==> src/hdl/fm_polar_discriminator_unit_macros.svh <==
// assertion helpers shared by the discriminator
`ifndef FM_POLAR_DISCRIMINATOR_UNIT_MACROS_SVH
`define FM_POLAR_DISCRIMINATOR_UNIT_MACROS_SVH

// same-cycle implication, checking stops while reset is low
`define FMPD_ASSERT_NOW(lbl, clk, rst_n, ante, cons) \
	lbl: assert property (@(posedge clk) disable iff (!(rst_n)) (ante) |-> (cons)) \
		else $error("fmpd assertion failed");

// next-cycle implication
`define FMPD_ASSERT_NEXT(lbl, clk, rst_n, ante, cons) \
	lbl: assert property (@(posedge clk) disable iff (!(rst_n)) (ante) |=> (cons)) \
		else $error("fmpd assertion failed");

`endif

==> src/hdl/fmpd_pkg.sv <==
`timescale 1ns / 1ps
package fmpd_pkg;

	localparam int unsigned SAMPLE_W_DEF = 16;
	localparam int unsigned ANGLE_W_DEF  = 16;
	localparam int unsigned FIELD_W      = 16;

	// x/y datapath: integer lsb, samples scaled to 2^31, gain and sqrt2 headroom
	localparam int unsigned XY_W       = 36;
	localparam int unsigned DIG_W      = 18;
	localparam int unsigned NDIG       = XY_W / DIG_W;
	localparam int unsigned DIG_IDX_W  = $clog2(NDIG);
	localparam int unsigned Z_W        = 32;
	localparam int unsigned ZDIG_W     = Z_W / NDIG;
	localparam int unsigned ATAN_LEN   = 24;
	localparam int unsigned ATAN_IDX_W = 5;

	typedef struct packed {
		logic idle;
		logic done;
	} fmpd_stat_t;

	// atan(2^-k), 2^31 = pi
	function automatic logic [Z_W-1:0] atan_lut(input logic [ATAN_IDX_W-1:0] k);
		logic [Z_W-1:0] v;
		unique case (k)
			5'd0:    v = 32'h2000_0000;
			5'd1:    v = 32'h12E4_051E;
			5'd2:    v = 32'h09FB_385B;
			5'd3:    v = 32'h0511_11D4;
			5'd4:    v = 32'h028B_0D43;
			5'd5:    v = 32'h0145_D7E1;
			5'd6:    v = 32'h00A2_F61E;
			5'd7:    v = 32'h0051_7C55;
			5'd8:    v = 32'h0028_BE53;
			5'd9:    v = 32'h0014_5F2F;
			5'd10:   v = 32'h000A_2F98;
			5'd11:   v = 32'h0005_17CC;
			5'd12:   v = 32'h0002_8BE6;
			5'd13:   v = 32'h0001_45F3;
			5'd14:   v = 32'h0000_A2FA;
			5'd15:   v = 32'h0000_517D;
			5'd16:   v = 32'h0000_28BE;
			5'd17:   v = 32'h0000_145F;
			5'd18:   v = 32'h0000_0A30;
			5'd19:   v = 32'h0000_0518;
			5'd20:   v = 32'h0000_028C;
			5'd21:   v = 32'h0000_0146;
			5'd22:   v = 32'h0000_00A3;
			5'd23:   v = 32'h0000_0051;
			default: v = '0;
		endcase
		return v;
	endfunction

endpackage

==> src/hdl/fmpd_iq_if.sv <==
`timescale 1ns / 1ps
interface fmpd_iq_if;
	logic                                      valid;
	logic                                      ready;
	logic signed [fmpd_pkg::FIELD_W-1:0] i_sample;
	logic signed [fmpd_pkg::FIELD_W-1:0] q_sample;

	modport source (output valid, output i_sample, output q_sample, input ready);
	modport sink (input valid, input i_sample, input q_sample, output ready);
endinterface

==> src/hdl/fmpd_delta_if.sv <==
`timescale 1ns / 1ps
interface fmpd_delta_if;
	logic                                      valid;
	logic                                      ready;
	logic signed [fmpd_pkg::FIELD_W-1:0] phase_delta;

	modport source (output valid, output phase_delta, input ready);
	modport sink (input valid, input phase_delta, output ready);
endinterface

==> src/hdl/fm_polar_discriminator_unit.sv <==
// fm polar discriminator: binary angle of each iq sample by a digit-serial cordic,
// output is the wrapped difference to the previous angle.
// a zero iq sample skips the rotations and gives angle zero.
// one sample at a time: a new beat is taken only after the last result is handed on.
// the shared cordic step does two 18-bit digits per micro-rotation; outputs may wait meanwhile.
// reset: arst_n clears control, valids and the previous angle to zero.
`timescale 1ns / 1ps
`include "fm_polar_discriminator_unit_macros.svh"
module fm_polar_discriminator_unit #(
	parameter int unsigned SAMPLE_WIDTH = fmpd_pkg::SAMPLE_W_DEF,
	parameter int unsigned ANGLE_WIDTH  = fmpd_pkg::ANGLE_W_DEF
) (
	input  logic          clk,
	input  logic          arst_n,
	fmpd_iq_if.sink       iq,
	fmpd_delta_if.source  demod
);

	localparam int unsigned FIELD_W = fmpd_pkg::FIELD_W;

	logic signed [SAMPLE_WIDTH-1:0] xi, yi;
	fmpd_pkg::fmpd_stat_t           stat;
	logic [ANGLE_WIDTH-1:0]         angle;
	logic [ANGLE_WIDTH-1:0]         prev_angle_q;
	logic [ANGLE_WIDTH-1:0]         delta_q;
	logic                           out_valid_q;
	logic                           start, ack;

	// sample bits above SAMPLE_WIDTH are dropped, missing ones read as zero
	if (SAMPLE_WIDTH <= FIELD_W) begin : g_in_trunc
		assign xi = iq.i_sample[SAMPLE_WIDTH-1:0];
		assign yi = iq.q_sample[SAMPLE_WIDTH-1:0];
	end else begin : g_in_ext
		assign xi = {{(SAMPLE_WIDTH-FIELD_W){1'b0}}, iq.i_sample};
		assign yi = {{(SAMPLE_WIDTH-FIELD_W){1'b0}}, iq.q_sample};
	end

	assign iq.ready = stat.idle;
	assign start    = iq.valid & stat.idle;
	assign ack      = stat.done & (~out_valid_q | demod.ready);

	fmpd_cordic #(
		.SAMPLE_WIDTH(SAMPLE_WIDTH),
		.ANGLE_WIDTH (ANGLE_WIDTH)
	) u_cordic (
		.clk   (clk),
		.arst_n(arst_n),
		.start (start),
		.xi    (xi),
		.yi    (yi),
		.ack   (ack),
		.stat  (stat),
		.angle (angle)
	);

	always_ff @(posedge clk or negedge arst_n) begin
		if (!arst_n) begin
			out_valid_q  <= 1'b0;
			prev_angle_q <= '0;
		end else begin
			if (ack) begin
				out_valid_q  <= 1'b1;
				prev_angle_q <= angle;
			end else if (demod.ready) begin
				out_valid_q <= 1'b0;
			end
		end
	end

	// modular difference, exactly pi comes out as minus pi
	always_ff @(posedge clk) begin
		if (ack) begin
			delta_q <= angle - prev_angle_q;
		end
	end

	assign demod.valid = out_valid_q;

	if (ANGLE_WIDTH >= FIELD_W) begin : g_out_trunc
		assign demod.phase_delta = delta_q[FIELD_W-1:0];
	end else begin : g_out_ext
		assign demod.phase_delta = {{(FIELD_W-ANGLE_WIDTH){1'b0}}, delta_q};
	end

	`FMPD_ASSERT_NEXT(a_start_busy, clk, arst_n, iq.valid && iq.ready, !stat.idle)
	`FMPD_ASSERT_NOW(a_idle_done_excl, clk, arst_n, stat.done, !stat.idle)
	`FMPD_ASSERT_NEXT(a_done_drains, clk, arst_n, stat.done && !out_valid_q, out_valid_q)

endmodule

==> src/hdl/fmpd_cordic.sv <==
`timescale 1ns / 1ps
module fmpd_cordic #(
	parameter int unsigned SAMPLE_WIDTH = fmpd_pkg::SAMPLE_W_DEF,
	parameter int unsigned ANGLE_WIDTH  = fmpd_pkg::ANGLE_W_DEF
) (
	input  logic                           clk,
	input  logic                           arst_n,
	input  logic                           start,
	input  logic signed [SAMPLE_WIDTH-1:0] xi,
	input  logic signed [SAMPLE_WIDTH-1:0] yi,
	input  logic                           ack,
	output fmpd_pkg::fmpd_stat_t           stat,
	output logic [ANGLE_WIDTH-1:0]         angle
);

	localparam int unsigned XY_W   = fmpd_pkg::XY_W;
	localparam int unsigned DIG_W  = fmpd_pkg::DIG_W;
	localparam int unsigned Z_W    = fmpd_pkg::Z_W;
	localparam int unsigned ZDIG_W = fmpd_pkg::ZDIG_W;
	localparam int unsigned STEPS  =
		(ANGLE_WIDTH < fmpd_pkg::ATAN_LEN) ? ANGLE_WIDTH : fmpd_pkg::ATAN_LEN;
	localparam int unsigned STEP_W = $clog2(STEPS);
	localparam int unsigned SHIFT  = 32 - SAMPLE_WIDTH;
	localparam logic [Z_W-1:0] HALF   = Z_W'(1) << (Z_W - 1 - ANGLE_WIDTH);
	localparam logic [Z_W-1:0] Z_PI   = Z_W'(1) << (Z_W - 1);
	localparam logic [fmpd_pkg::DIG_IDX_W-1:0] DIG_LAST =
		fmpd_pkg::DIG_IDX_W'(fmpd_pkg::NDIG - 1);
	localparam logic [STEP_W-1:0] STEP_LAST = STEP_W'(STEPS - 1);

	typedef enum logic [1:0] {S_IDLE, S_ROT, S_RND, S_DONE} state_t;

	state_t                            state_q;
	logic [STEP_W-1:0]                 k_q;
	logic [fmpd_pkg::DIG_IDX_W-1:0]    dig_q;
	logic                              cx_q, cy_q, cz_q;
	logic signed [XY_W-1:0]            x_q, y_q;
	logic [XY_W-1:0]                   xn_q, yn_q;
	logic [Z_W-1:0]                    z_q, zn_q;
	logic                              zero_q;
	logic [ANGLE_WIDTH-1:0]            angle_q;

	logic signed [XY_W-1:0] xs, ys, xl, yl, xsh, ysh;
	logic                   neg, pos, first_dig, last_dig;
	logic [DIG_W-1:0]       xd, yd, xdig, ydig, ox, oy;
	logic [ZDIG_W-1:0]      zdig, ad, oz;
	logic [Z_W-1:0]         aw, zr;
	logic                   cin_x, cin_y, cin_z;
	logic [DIG_W:0]         sum_x, sum_y;
	logic [ZDIG_W:0]        sum_z;

	// pre-rotation into the right half plane, done on the sample extended to the datapath width before scaling
	assign xs  = XY_W'(xi);
	assign ys  = XY_W'(yi);
	assign neg = xs[XY_W-1];
	assign xl  = neg ? -xs : xs;
	assign yl  = neg ? -ys : ys;

	// one digit of each update per cycle, lsb digit first
	assign pos       = ~y_q[XY_W-1];
	assign first_dig = (dig_q == '0);
	assign last_dig  = (dig_q == DIG_LAST);
	assign xsh       = x_q >>> k_q;
	assign ysh       = y_q >>> k_q;
	assign xd        = xsh[dig_q*DIG_W +: DIG_W];
	assign yd        = ysh[dig_q*DIG_W +: DIG_W];
	assign xdig      = x_q[dig_q*DIG_W +: DIG_W];
	assign ydig      = y_q[dig_q*DIG_W +: DIG_W];
	assign aw        = fmpd_pkg::atan_lut(fmpd_pkg::ATAN_IDX_W'(k_q));
	assign ad        = aw[dig_q*ZDIG_W +: ZDIG_W];
	assign zdig      = z_q[dig_q*ZDIG_W +: ZDIG_W];

	// subtraction as inverted operand with carry-in on the first digit
	assign ox    = pos ? yd : ~yd;
	assign oy    = pos ? ~xd : xd;
	assign oz    = pos ? ad : ~ad;
	assign cin_x = first_dig ? ~pos : cx_q;
	assign cin_y = first_dig ? pos : cy_q;
	assign cin_z = first_dig ? ~pos : cz_q;
	assign sum_x = {1'b0, xdig} + {1'b0, ox} + (DIG_W+1)'(cin_x);
	assign sum_y = {1'b0, ydig} + {1'b0, oy} + (DIG_W+1)'(cin_y);
	assign sum_z = {1'b0, zdig} + {1'b0, oz} + (ZDIG_W+1)'(cin_z);

	assign zr = z_q + HALF;

	always_ff @(posedge clk or negedge arst_n) begin
		if (!arst_n) begin
			state_q <= S_IDLE;
			k_q     <= '0;
			dig_q   <= '0;
		end else begin
			unique case (state_q)
				S_IDLE: begin
					k_q   <= '0;
					dig_q <= '0;
					if (start) begin
						// a zero sample skips the rotations
						state_q <= (xi == '0 && yi == '0) ? S_RND : S_ROT;
					end
				end
				S_ROT: begin
					if (last_dig) begin
						dig_q <= '0;
						k_q   <= k_q + STEP_W'(1);
						if (k_q == STEP_LAST) begin
							state_q <= S_RND;
						end
					end else begin
						dig_q <= dig_q + fmpd_pkg::DIG_IDX_W'(1);
					end
				end
				S_RND: state_q <= S_DONE;
				S_DONE: begin
					if (ack) begin
						state_q <= S_IDLE;
					end
				end
				default: state_q <= S_IDLE;
			endcase
		end
	end

	always_ff @(posedge clk) begin
		if (state_q == S_IDLE && start) begin
			x_q    <= xl <<< SHIFT;
			y_q    <= yl <<< SHIFT;
			z_q    <= neg ? Z_PI : '0;
			zero_q <= (xi == '0 && yi == '0);
		end else if (state_q == S_ROT) begin
			cx_q <= sum_x[DIG_W];
			cy_q <= sum_y[DIG_W];
			cz_q <= sum_z[ZDIG_W];
			xn_q <= {sum_x[DIG_W-1:0], xn_q[XY_W-1:DIG_W]};
			yn_q <= {sum_y[DIG_W-1:0], yn_q[XY_W-1:DIG_W]};
			zn_q <= {sum_z[ZDIG_W-1:0], zn_q[Z_W-1:ZDIG_W]};
			if (last_dig) begin
				x_q <= {sum_x[DIG_W-1:0], xn_q[XY_W-1:DIG_W]};
				y_q <= {sum_y[DIG_W-1:0], yn_q[XY_W-1:DIG_W]};
				z_q <= {sum_z[ZDIG_W-1:0], zn_q[Z_W-1:ZDIG_W]};
			end
		end else if (state_q == S_RND) begin
			// round half up, wraps with the angle
			angle_q <= zero_q ? '0 : zr[Z_W-1 -: ANGLE_WIDTH];
		end
	end

	assign stat.idle = (state_q == S_IDLE);
	assign stat.done = (state_q == S_DONE);
	assign angle     = angle_q;

endmodule
==> src/flat_wrapper.sv <==
// flat-port wrapper written by rule: the top's interface ports become plain ports
module fm_polar_discriminator_unit_flat 
#(
	parameter int unsigned SAMPLE_WIDTH = fmpd_pkg::SAMPLE_W_DEF,
	parameter int unsigned ANGLE_WIDTH  = fmpd_pkg::ANGLE_W_DEF
)
  (clk, arst_n, iq_valid, iq_i_sample, iq_q_sample, iq_ready, demod_valid, demod_phase_delta, demod_ready);
  fmpd_iq_if iq_i ();
  fmpd_delta_if demod_i ();
  input  logic clk;
  input  logic arst_n;
  input wire logic [$bits(iq_i.valid)-1:0] iq_valid;
  input wire logic [$bits(iq_i.i_sample)-1:0] iq_i_sample;
  input wire logic [$bits(iq_i.q_sample)-1:0] iq_q_sample;
  output wire logic [$bits(iq_i.ready)-1:0] iq_ready;
  output wire logic [$bits(demod_i.valid)-1:0] demod_valid;
  output wire logic [$bits(demod_i.phase_delta)-1:0] demod_phase_delta;
  input wire logic [$bits(demod_i.ready)-1:0] demod_ready;
  assign iq_i.valid = iq_valid;
  assign iq_i.i_sample = iq_i_sample;
  assign iq_i.q_sample = iq_q_sample;
  assign iq_ready = iq_i.ready;
  assign demod_valid = demod_i.valid;
  assign demod_phase_delta = demod_i.phase_delta;
  assign demod_i.ready = demod_ready;
  fm_polar_discriminator_unit #(.SAMPLE_WIDTH(SAMPLE_WIDTH), .ANGLE_WIDTH(ANGLE_WIDTH)) u_core (.clk(clk), .arst_n(arst_n), .iq(iq_i), .demod(demod_i));
endmodule
==> config.mk <==
export PLATFORM = sky130hd
export DESIGN_NAME = fm_polar_discriminator_unit_flat
export DESIGN_NICKNAME = d
export VERILOG_FILES = /design/src/hdl/fmpd_pkg.sv /design/src/hdl/fmpd_iq_if.sv /design/src/hdl/fmpd_delta_if.sv /design/src/hdl/fm_polar_discriminator_unit.sv /design/src/hdl/fmpd_cordic.sv /design/src/flat_wrapper.sv
export VERILOG_INCLUDE_DIRS = /design/src /design/src/hdl
export SDC_FILE = /design/constraint.sdc
export NUM_CORES = 1
export LEC_CHECK = 0
export BUFFER_PORTS_ARGS = -buffer_cell sky130_fd_sc_hd__buf_2
export CORE_MARGIN = 3
export CORE_UTILIZATION = 55
export CTS_CLUSTER_DIAMETER = 200
export DETAILED_ROUTE_END_ITERATION = 8
export GPL_ROUTABILITY_DRIVEN = 1
export PLACE_DENSITY = 0.76
export RECOVER_POWER = 50
export SLEW_MARGIN = 10
export SYNTH_ARGS = -nofsm -noshare
export SYNTH_HDL_FRONTEND = slang
export SYNTH_SLANG_ARGS = --single-unit
==> constraint.sdc <==
create_clock -name clk -period 7.1 [get_ports clk]
set_clock_uncertainty 0.05 [all_clocks]
set_input_delay 1.42 -clock clk [delete_from_list [all_inputs] [get_ports clk]]
set_output_delay 1.42 -clock clk [all_outputs]
set_load 0.005 [all_outputs]
Word-level counts from Yosys, hierarchy flattened
Memories as Yosys holds them, arrays and structs flattened.
Cells that the tools add are included.
{"block": "totals", "reg_bits": 268, "word_cells": 104, "mem_bits_ro": 480, "memories": 1}
{"name": "(no name shown)", "words": 16, "word_bits": 30, "rd": 1, "rd_ports_with_merged_regs": 0, "write_ports": 0, "line_no": "fmpd_pkg.sv:26", "text": "unique case (k)"}
{"block": "classes", "addsub": 12, "reduce_logical": 15, "bitwise": 10, "shift": 8, "mul": 1, "n_eq_ne": 8, "n_mux": 30}
{"operator": "2-to-1 mux 36 bit", "count": 6}
{"operator": "indexed part select 36 x 7 -> 18 bit", "count": 4}
{"operator": "2-to-1 mux 32 bit", "count": 4}
{"operator": ">>> shifter 36 x 4 -> 36 bit", "count": 2}
{"operator": "indexed part select 32 x 6 -> 16 bit", "count": 2}
{"operator": "2-to-1 mux 20 bit", "count": 2}
{"operator": "negation 16 -> 20 bit", "count": 2}
{"operator": "adder 18 x 18 -> 19 bit", "count": 2}
{"operator": "adder 19 x 1 -> 19 bit", "count": 2}
{"operator": "2-to-1 mux 18 bit", "count": 2}
{"operator": "inverter 18 bit", "count": 2}
{"operator": "adder 32 x 16 -> 32 bit (second input constant)", "count": 1}
{"operator": "zero test 16 bit", "count": 2}
{"operator": "adder 16 x 16 -> 17 bit", "count": 1}
{"operator": "adder 17 x 1 -> 17 bit", "count": 1}
{"operator": "2-to-1 mux 16 bit", "count": 1}
{"operator": "inverter 16 bit", "count": 1}
{"operator": "subtractor 16 bit", "count": 1}
{"operator": "2-to-1 mux 2 bit", "count": 5}
{"operator": "case mux 2 bit (4 select lines)", "count": 1}
{"operator": "case mux 4 bit (2 select lines)", "count": 1}
{"operator": "AND reduction 2 bit", "count": 4}
{"operator": "nonzero test 2 bit", "count": 4}
{"operator": "2-to-1 mux 1 bit", "count": 6}
{"operator": "other kinds (17)", "count": 25}

Longest topological paths before layout
{"block": "logic_depth", "depth_word": 9, "depth_mapped": 21, "depth_no_buf": 17}

Modules after synthesis
A second synthesis with hierarchy kept.
{"block": "hier_totals", "hier_cells": 1759, "hier_area_um2": 17222.8}
{"mod": "fmpd_cordic", "cells_per_inst": 1553, "area_per_inst_um2": 15167.0, "n_inst": 1, "seq_area_each_um2": 5139.9}
{"mod": "fm_polar_discriminator_unit", "cells_per_inst": 206, "area_per_inst_um2": 2055.7, "n_inst": 1, "seq_area_each_um2": 905.9}

Worst setup path after synthesis
Ideal clock, no wire load.
{"block": "synth_path", "path_type": "flip-flop to flip-flop", "start": "register u_core.u_cordic.state_q[1]", "end": "register u_core.u_cordic.x_q[16], enable pin", "stages_incl_launch_ff": 7, "arrival_time_ns": 4.101, "setup_slack_ns": 2.517, "path_buffers": 2, "setup_time_ns": 0.432, "cell_sequence": "dfrtp_1 > inv_1 > ha_1 > clkbuf_1 > nand2_1 > clkbuf_1 > nand2_1"}
{"block": "synth_between", "elab_chain_len": 5, "word_cells_on_any_way": 7, "cone_classes": "eq/ne: 1; bitwise: 1; reduce/logical: 5"}
{"element": "from (decl)", "line_no": "fmpd_cordic.sv:32", "text": "state_t state_q;"}
{"element": "from (signal assigned)", "line_no": "fmpd_cordic.sv:97", "text": "state_q <= (xi == '0 && yi == '0) ? S_RND : S_ROT;"}
{"element": "zero test 2 bit", "line_no": "fmpd_cordic.sv:123, fmpd_cordic.sv:146"}
{"element": "bitwise AND 1 bit", "line_no": "fm_polar_discriminator_unit.sv:39", "text": "assign start = iq.valid & stat.idle;"}
{"element": "logical AND 1 bit", "line_no": "fmpd_cordic.sv:123", "text": "if (state_q == S_IDLE && start) begin"}
{"element": "nonzero test 2 bit (no line)"}
{"element": "AND reduction 2 bit (no line) *"}
{"element": "to (signal assigned)", "line_no": "fmpd_cordic.sv:124", "text": "x_q <= xl <<< SHIFT;"}
{"element": "to (signal assigned)", "line_no": "fmpd_cordic.sv:136", "text": "x_q <= {sum_x[DIG_W-1:0], xn_q[XY_W-1:DIG_W]};"}
{"element": "to (decl)", "line_no": "fmpd_cordic.sv:36", "text": "logic signed [XY_W-1:0] x_q, y_q;"}
Every way passes the cells marked *; elsewhere a longest branch is shown, timed or not.
A chain may end at the register's enable or synchronous reset.

Final worst setup path
{"block": "layout_path", "start": "register u_core.u_cordic.k_q[1]", "end": "register u_core.u_cordic.y_q[34] (data pin)"}
{"block": "layout_between", "elab_chain_len": 9}
{"element": "from (decl)", "line_no": "fmpd_cordic.sv:33", "text": "logic [STEP_W-1:0] k_q;"}
{"element": "from (signal assigned)", "line_no": "fmpd_cordic.sv:103", "text": "k_q <= k_q + STEP_W'(1);"}
{"element": ">>> shifter 36 x 4 -> 36 bit *", "line_no": "fmpd_cordic.sv:62", "text": "assign xsh = x_q >>> k_q;"}
{"element": "indexed part select 36 x 7 -> 18 bit *", "line_no": "fmpd_cordic.sv:64", "text": "assign xd = xsh[dig_q*DIG_W +: DIG_W];"}
{"element": "inverter 18 bit", "line_no": "fmpd_cordic.sv:74", "text": "assign oy = pos ? ~xd : xd;"}
{"element": "2-to-1 mux 18 bit *", "line_no": "fmpd_cordic.sv:74"}
{"element": "adder 18 x 18 -> 19 bit *", "line_no": "fmpd_cordic.sv:80", "text": "assign sum_y = {1'b0, ydig} + {1'b0, oy} + (DIG_W+1)'(cin_y);"}
{"element": "adder 19 x 1 -> 19 bit *", "line_no": "fmpd_cordic.sv:80"}
{"element": "named net u_core.u_cordic.sum_y[16]", "line_no": "fmpd_cordic.sv:48", "text": "logic [DIG_W:0] sum_x, sum_y;"}
{"element": "2-to-1 mux 36 bit *", "line_no": "fmpd_cordic.sv:135", "text": "if (last_dig) begin"}
{"element": "2-to-1 mux 36 bit *", "line_no": "fmpd_cordic.sv:128", "text": "end else if (state_q == S_ROT) begin"}
{"element": "2-to-1 mux 36 bit *", "line_no": "fmpd_cordic.sv:123"}
{"element": "to (signal assigned)", "line_no": "fmpd_cordic.sv:125", "text": "y_q <= yl <<< SHIFT;"}
{"element": "to (signal assigned)", "line_no": "fmpd_cordic.sv:137", "text": "y_q <= {sum_y[DIG_W-1:0], yn_q[XY_W-1:DIG_W]};"}
{"element": "to (decl)", "line_no": "fmpd_cordic.sv:36"}
The timed path passes the listed nets; every way through them passes the cells marked *. The select of a mux whose other input is x is not followed.

==> qor.txt <==
Violated checks - capacitance limit, slew limit
Number of top-level design ports - 54
Crit path launch type - register
TNS Setup - 0 ns
Final nets - 1,855
Fmax - 184 MHz
Iter 0 DRT Violations - 1,249
# rows - 63
Seq cells post-synth - 216
Netlist cell types - 70
Rel. slew slack - -156%
Largest cells by area after synthesis - edfxtp_1 (29%), mux2i_1 (6.0%), ha_1 (5.9%), nand2_1 (5.5%), mux4_2 (5.4%)
Vias/cell - 6.30
Tmin final - 5.43 ns
Ys flop type - edfxtp_1
Drt total wl - 44,500 microns
Tcrit/Tclk final - 76.5%
Grt ovf - 0
Max-Cap Viols - 3
Final slew viol count - 139
Cells after synthesis - 1,741
Register area - 6060 sq um
Design area - 17,900 sq um
H-tree depth - 1
Layout cells sized above 1 - 12.6%
Commonest cells after routing, fill and taps aside - nand2_1 (243), edfxtp_1 (160), a21oi_1 (133)
Post-Syn Area - 16,600 sq um
Routed Antenna Nets - 0
CTS Hold Bufs - 0
Most common cell after layout, fill and taps aside - nand2_1
Initial Utilization - 56.0%
Routability congestion estimate - 0.984
Clock buffer depth - 3
Pin count of the biggest net entering global routing - 88
Num CTS Buffers - 25
First-pass GRT wire length - 70,600 microns
Asr flop ratio synth - 11.1%
Worst min-delay path class - reg -> reg
Worst Setup Path Type - reg -> reg
Via count - 13,500
Post-synth EDFFs - 160
Port bufs - 53
# setup viols final - 0
# clock sinks - 216
Synth top area share - 28.9%
Clk pin slew, worst setup/hold paths - 0.07 ns
Synth area leader - edfxtp_1
DR pass1 iterations - 6
Worst skew pair latency - 0.54 ns
Die area - 32,400 sq um
Post-CTS Repair Setup Buffers - 0
Number of synthesis warnings - 0
Status - complete, but fails checks
Critical Path Sink Type - register
Clock tree from TritonCTS - built
Critical Path AT - 5.67 ns
Mapped Nets - 1,862
Diode count - 0
Core area - 29,700 sq um
Final hold vios - 0
Placed Area - 17,100 sq um
Die W - 180 microns
WL per Instance - 20.8 microns
Global Route Usage Sum - 26.6%
Layout fillers - 2,502
CP max FO - 44
Chip height - 180 microns
HPWL Detailed - 32,000 microns
CTS root buf - clkbuf_16
# resized after CTS - 0
Slew @ Worst Pin - 3.83 ns
Vias in the first global route - 12,900
Syn_area_per_cell - 9.56 sq um
Multi-input logic area - 9980 sq um
Hold WS - 0.432 ns
Area delta synth->final - 7.35%
Initial antenna violation count - 0
Unrepaired setup endpoints after global routing - no
WP data required - 7.34 ns
Residual DRC count - 0
Register area share after synthesis - 36.3%
synth_stat cells, types with 11 or more instances:
cell	count
nand2_1	245
edfxtp_1	160
a21oi_1	133
o21ai_0	111
nor2_1	100
mux2i_1	99
xnor2_1	87
ha_1	78
xor2_1	74
mux2_2	62
clkbuf_1	55
inv_1	52
mux4_2	40
and2_1	39
dfxtp_1	32
buf_1	30
dfrtp_1	24
a21o_1	23
nand3_1	23
nor3_1	20
a211oi_1	18
buf_2	18
nor2b_1	18
o22ai_1	17
nand2b_1	16
a31oi_1	12
o21a_1	12
and3_1	11
layer usage:
layer  GRT usage [%]  share of wire (%)
met1            37.5                 43
met2            42.3                 45
met3            3.86                8.3
met4            9.47                3.7
met5               0                  0
cell families (layout without fill, tap and decap cells):
| group | after synthesis | after routing | share of synthesized area, % |
|---|---|---|---|
| adder cells (fa/ha/maj) | 85 | 85 | 6.71 |
| AND/OR/NAND/NOR | 499 | 499 | 13.5 |
| flip-flops | 216 | 216 | 36.3 |
| multiplexers | 201 | 201 | 15.6 |
| AO/OA/AOI/OAI | 420 | 420 | 15.6 |
| XOR/XNOR | 161 | 161 | 8.47 |
| buffers and inverters | 159 | 170 | 3.77 |
sequential cells by signal, indices dropped and copies added (netlist names), 2 cells and up:
signal,flops
u_core.u_cordic.x_q,36
u_core.u_cordic.y_q,36
u_core.u_cordic.z_q,32
u_core.u_cordic.xn_q,18
u_core.u_cordic.yn_q,18
u_core.demod.phase_delta,16
u_core.prev_angle_q,16
u_core.u_cordic.angle,16
u_core.u_cordic.zn_q,16
u_core.u_cordic.k_q,4
u_core.u_cordic.state_q,2
final timing paths:
path | start | to | slack, ns | cells after the start
max | u_core.u_cordic.k_q[1] | u_core.u_cordic.y_q[34] | 1.67 | 16
min | u_core.u_cordic.xn_q[32] | u_core.u_cordic.x_q[14] | 0.43 | 2
max reg2reg | u_core.u_cordic.k_q[1] | u_core.u_cordic.y_q[34] | 1.67 | 16
min reg2reg | u_core.u_cordic.xn_q[32] | u_core.u_cordic.x_q[14] | 0.43 | 2
max in group asynchronous | arst_n | u_core.u_cordic.k_q[1] | 4.86 | 1
min in group asynchronous | arst_n | u_core.prev_angle_q[0] | 1.14 | 1
critical path, cell delays in order (launching register included):
cell	delay (ns)
dfrtp_4	0.80
buf_4	0.50
mux4_2	0.56
nand2_1	0.08
a21oi_1	0.07
a21oi_1	0.22
o221ai_1	0.21
xnor2_1	0.22
fa_1	0.48
fa_1	0.43
a21o_1	0.21
a31oi_1	0.25
nor2_1	0.11
a221oi_1	0.40
a21oi_1	0.17
xor2_1	0.19
a21bo_2	0.23
layout make-up:
class	count	area share, %
tap	390	2.73
timing repair buffer	70	2.07
sequential	216	33.9
inverter	55	1.16
clock buffer	34	3.75
multi-input combinational	1366	55.9
clock inverter	11	0.504
metrics by stage:
step	instances	setup slack [ns]	util, %
3_3_place_gp	2097	1.89	57.6
5_1_grt	2142	1.33	60.1
2_1_floorplan	1741	2.52	-
3_5_place_dp	2097	1.75	57.6
4_1_cts	2142	1.77	60.2
6_report	2142	1.67	60.1
Power is left out: the tool's default activity adds up to more than one toggle a clock period on the data nets, which glitch-free logic cannot reach.
